[src/sv/ctd_pkg.sv]
// ---------------------------------------------------------------------------
// ctd_pkg
// shared types, codes and constants of the chunked transfer dispatcher
// ---------------------------------------------------------------------------
package ctd_pkg;

  // fixed field widths of the ports, the order rule and the lfsr
  localparam int SIZE_W       = 48;
  localparam int FILE_INDEX_W = 8;
  localparam int RULE_W       = 2;
  localparam int LFSR_W       = 16;

  // parameter defaults
  localparam int MAX_FILES_DEF = 256;
  localparam int SIZE_BITS_DEF = 48;

  localparam logic [SIZE_W-1:0] CHUNK_RESET = SIZE_W'(1048576);
  localparam logic [LFSR_W-1:0] LFSR_SEED   = 16'hACE1;

  // operation codes
  localparam logic OP_LOAD    = 1'b0;
  localparam logic OP_REQUEST = 1'b1;

  // configuration register indexes
  localparam logic REG_ORDER_RULE   = 1'b0;
  localparam logic REG_CHUNK_LENGTH = 1'b1;

  // order rules
  localparam logic [RULE_W-1:0] RULE_STACK_FIRST = 2'd0;
  localparam logic [RULE_W-1:0] RULE_NEW_FIRST   = 2'd1;
  localparam logic [RULE_W-1:0] RULE_RANDOM      = 2'd2;
  localparam logic [RULE_W-1:0] RULE_RANDOM_ALT  = 2'd3;

  // where the next piece comes from
  typedef enum logic [1:0] {
    SRC_NONE,
    SRC_STACK,
    SRC_NEW
  } src_t;

  typedef struct packed {
    logic step;         // a request is being accepted
    logic stack_avail;  // partly issued files remain
    logic new_avail;    // unissued files remain
  } pick_req_t;

endpackage

[src/sv/ctd_order_pick.sv]
// ---------------------------------------------------------------------------
// ctd_order_pick
// picks the piece source for each request and keeps the choice lfsr
// ---------------------------------------------------------------------------
module ctd_order_pick
  import ctd_pkg::*;
(
  input  logic              clk,
  input  logic              rst,
  input  logic [RULE_W-1:0] order_rule,
  input  pick_req_t         req,
  output src_t              src
);

  logic [LFSR_W-1:0] lfsr;
  logic [LFSR_W-1:0] lfsr_next;
  logic              random_rule;
  logic              new_first;

  // taps 16,14,13,11, shifted in at the top
  assign lfsr_next   = {lfsr[0] ^ lfsr[2] ^ lfsr[3] ^ lfsr[5], lfsr[LFSR_W-1:1]};
  assign random_rule = (order_rule == RULE_RANDOM) || (order_rule == RULE_RANDOM_ALT);

  always_comb begin
    if (random_rule) begin
      new_first = lfsr_next[0];
    end else begin
      new_first = (order_rule == RULE_NEW_FIRST);
    end
    if (new_first) begin
      src = req.new_avail ? SRC_NEW : (req.stack_avail ? SRC_STACK : SRC_NONE);
    end else begin
      src = req.stack_avail ? SRC_STACK : (req.new_avail ? SRC_NEW : SRC_NONE);
    end
  end

  always_ff @(posedge clk) begin
    if (rst) begin
      lfsr <= LFSR_SEED;
    end else if (req.step && random_rule) begin
      lfsr <= lfsr_next;
    end
  end

endmodule

[config.mk]
export PLATFORM = sky130hd
export DESIGN_NAME = ctd_order_pick
export DESIGN_NICKNAME = d
export VERILOG_FILES = /design/src/sv/ctd_pkg.sv /design/src/sv/ctd_order_pick.sv
export SDC_FILE = /design/constraint.sdc
export NUM_CORES = 1
export LEC_CHECK = 0
export ABC_AREA = 1
export BUFFER_PORTS_ARGS = -buffer_cell sky130_fd_sc_hd__clkbuf_2
export CORE_AREA = 2 2 43 45
export DETAILED_ROUTE_END_ITERATION = 10
export DIE_AREA = 0 0 45 47
export PLACE_DENSITY = 0.6
export SLEW_MARGIN = 20
export SYNTH_ARGS = -nofsm -noshare
export SYNTH_HDL_FRONTEND = slang
export SYNTH_SLANG_ARGS = --single-unit
[constraint.sdc]
create_clock -name clk -period 1.05 [get_ports clk]
set_clock_uncertainty 0.1 [all_clocks]
set_input_delay 0.105 -clock clk [delete_from_list [all_inputs] [get_ports clk]]
set_output_delay 0.105 -clock clk [all_outputs]
set_load 0.005 [all_outputs]
==> out/qor.csv <==
metric,value,unit
min-delay src,rst,
clk_lat worst skew,280,ps
H-tree levels,1,
Iter 0 DRT Violations,14,
Synth Area in XOR/XNOR,0,%
run status,finished with violations,
dpl ws,104,ps
flop2flop setup slack,130,ps
Chip Width,45,µm
drt pass-1 iters,4,
setup tns final,-270,ps
diode count,0,
Leak,0.382,nW
fin util,47.7,%
num ports,9,
max incr delay on CP,340,ps
unrepaired setup endpoints after global routing,yes,
hold crit path type,in -> reg,
Hold Path Depth,4,
"commonest cells after routing, fill and taps aside","nand2_1, dfxtp_1, nor2_1",
CP Buf/Inv Count,1,
CTS root buffer,clkbuf_4,
total global-route track usage,11.4,%
"leading cell type in the layout, fill and taps excluded",nand2_1,
reg2reg end,lfsr[15],
synthesized area,677,µm²
Tot Pwr,1.23,mW
Synth Area in Compound Gates,15.0,%
"Arr. time, crit path",1000,ps
hold endpoint,lfsr[6],
violated checks,negative setup slack,
Non-Filler Instances,118,
"Remaining Overflow, GRT",0,
vias per cell,4.86,
Initial Util,41.0,%
Post-Synth Adder-Cell Area,0,%
reg2reg path depth,6,
final wirelength,1120,µm
final weighted congestion in routability-driven placement,0.751,
Critical Path RT,840,ps
layout cells sized above 1,21.8,%
Netlist cell types,17,
global-route wire length before repair,1810,µm
Vias,573,
synth-to-layout area growth,16.5,%
proportion of synthesized area in mux cells,0,%
Final setup violation count,2,
Avg WL per Cell,9.46,µm
crit start category,flop,
register area share after synthesis,47.3,%
Worst VDD drop,0.764,mV
Final period util,114,%
CTS tree,yes,
FMAX,833,MHz
Synth Area per Inst,7.69,µm²
Top reg by flops,lfsr,
ANT nets after route,0,
max reg flops,16,
min cycle time layout,1200,ps
reg2reg start,lfsr[2],
num rows,15,
drt drc,0,
max-slew violation count,0,
vias in the first global route,468,
number of nets in the layout,109,
worst path cell trace,nand2_2 -> o21ai_2 -> o21a_1 -> clkbuf_2,
core area,0.00165,mm²
CP max stage cell,dfxtp_2,
Placed Instances,112,
pwr/cell area,1560,mW/mm²
largest family of logic cells by synthesized area,simple AND/OR/NAND/NOR gates,
Max clock buf depth,2,
CTS Buf Count,3,
largest net degree at the start of global routing,19,
Worst-Margin Slew,187,ps
clk sink count,16,
area of the die,0.00212,mm²
Synthesis Warnings,0,
Setup crit end kind,output port,
initial antenna violation count,0,
critical path's top delay family,flip-flops,
Filler cells,168,
Largest regs,lfsr: 16 flops,
"Hold Violations, Final",0,
"Clk pin slew, worst setup/hold paths",90,ps
final worst slack,-151,ps
Vert. Die Dim,47,µm
DP HPWL,783,µm
Rel. slew slack,87.5,%
Crit Path Class,reg -> out,
Syn Inst Count,88,
CP Max Fanout,2,
Port Buffers,8,
"FF+latch count, synth",16,
Max Cap Violations,0,
Post-Synth Simple-Gate Area,26.8,%
Synthesized Nets,95,
power by group:
part | internal [mW] | switching (mW)
logic | 0.0722 | 0.0893
clock network | 0.211 | 0.185
registers | 0.649 | 0.0234
total | 0.932 | 0.297
worst max-delay path by stage:
stage,from,end,slack (ps),depth (start not counted)
2_1_floorplan,lfsr[5],lfsr[15],210,6
3_3_place_gp,lfsr[1],src[1],110,4
3_5_place_dp,lfsr[1],src[1],100,4
4_1_cts,lfsr[1],src[1],-160,4
5_1_grt,lfsr[1],src[1],-190,4
6_report,lfsr[1],src[1],-150,4
cell usage after synthesis, drive strengths merged:
library cell	number	area share, %
nand2	29	17
dfxtp	16	47
o21ai	9	6.7
inv	8	5.2
nor2	8	4.4
a21oi	6	5.0
nand3	6	5.2
buf	3	5.7
o211ai	2	2.2
o21a	1	1.1
cell families after synthesis:
| logic type | after synthesis |
|---|---|
| compound gates | 18 |
| simple gates | 43 |
| flops | 16 |
| buf+inv | 11 |
timing repair:
item,CTS,global route
endpoints found under the setup margin,2,2
resized for setup,4,1
hold endpoints to repair,1,0
setup buffers,0,1
hold buffers,1,0
stage by stage:
step,hold slack [ps],area (µm²)
after floorplan,92.7,677
final,103,788
after CTS,103,781
after global routing,126,788
after global placement,218,727
after detailed placement,213,727
worst register-to-register path: cells and delay by family (launching register included):
family                 cells  cell delay [ps]
flip-flops                 1              330
AND/OR/NAND/NOR            5              280
buffers and inverters      1              110
cell type report:
cell class | count | area [µm²] | share of cell area (%)
Timing Repair Buffer | 12 | 85.1 | 10.8
Clock buffer | 4 | 36.3 | 4.60
Tap cell | 17 | 21.3 | 2.70
Inverter | 8 | 35.0 | 4.44
Sequential cell | 16 | 322 | 40.8
Multi-Input combinational cell | 61 | 289 | 36.7
routing by layer:
metal | global-route usage (%) | vias to the layer above | part of all wire, %
met5 | 0 | - | 0
met4 | 3.53 | 0 | 1.7
met3 | 2.69 | 4 | 6.8
met2 | 18.9 | 17 | 41
met1 | 14.8 | 243 | 50
li1 | - | 309 | -
No activity file was read; power rests on OpenSTA's default activity.
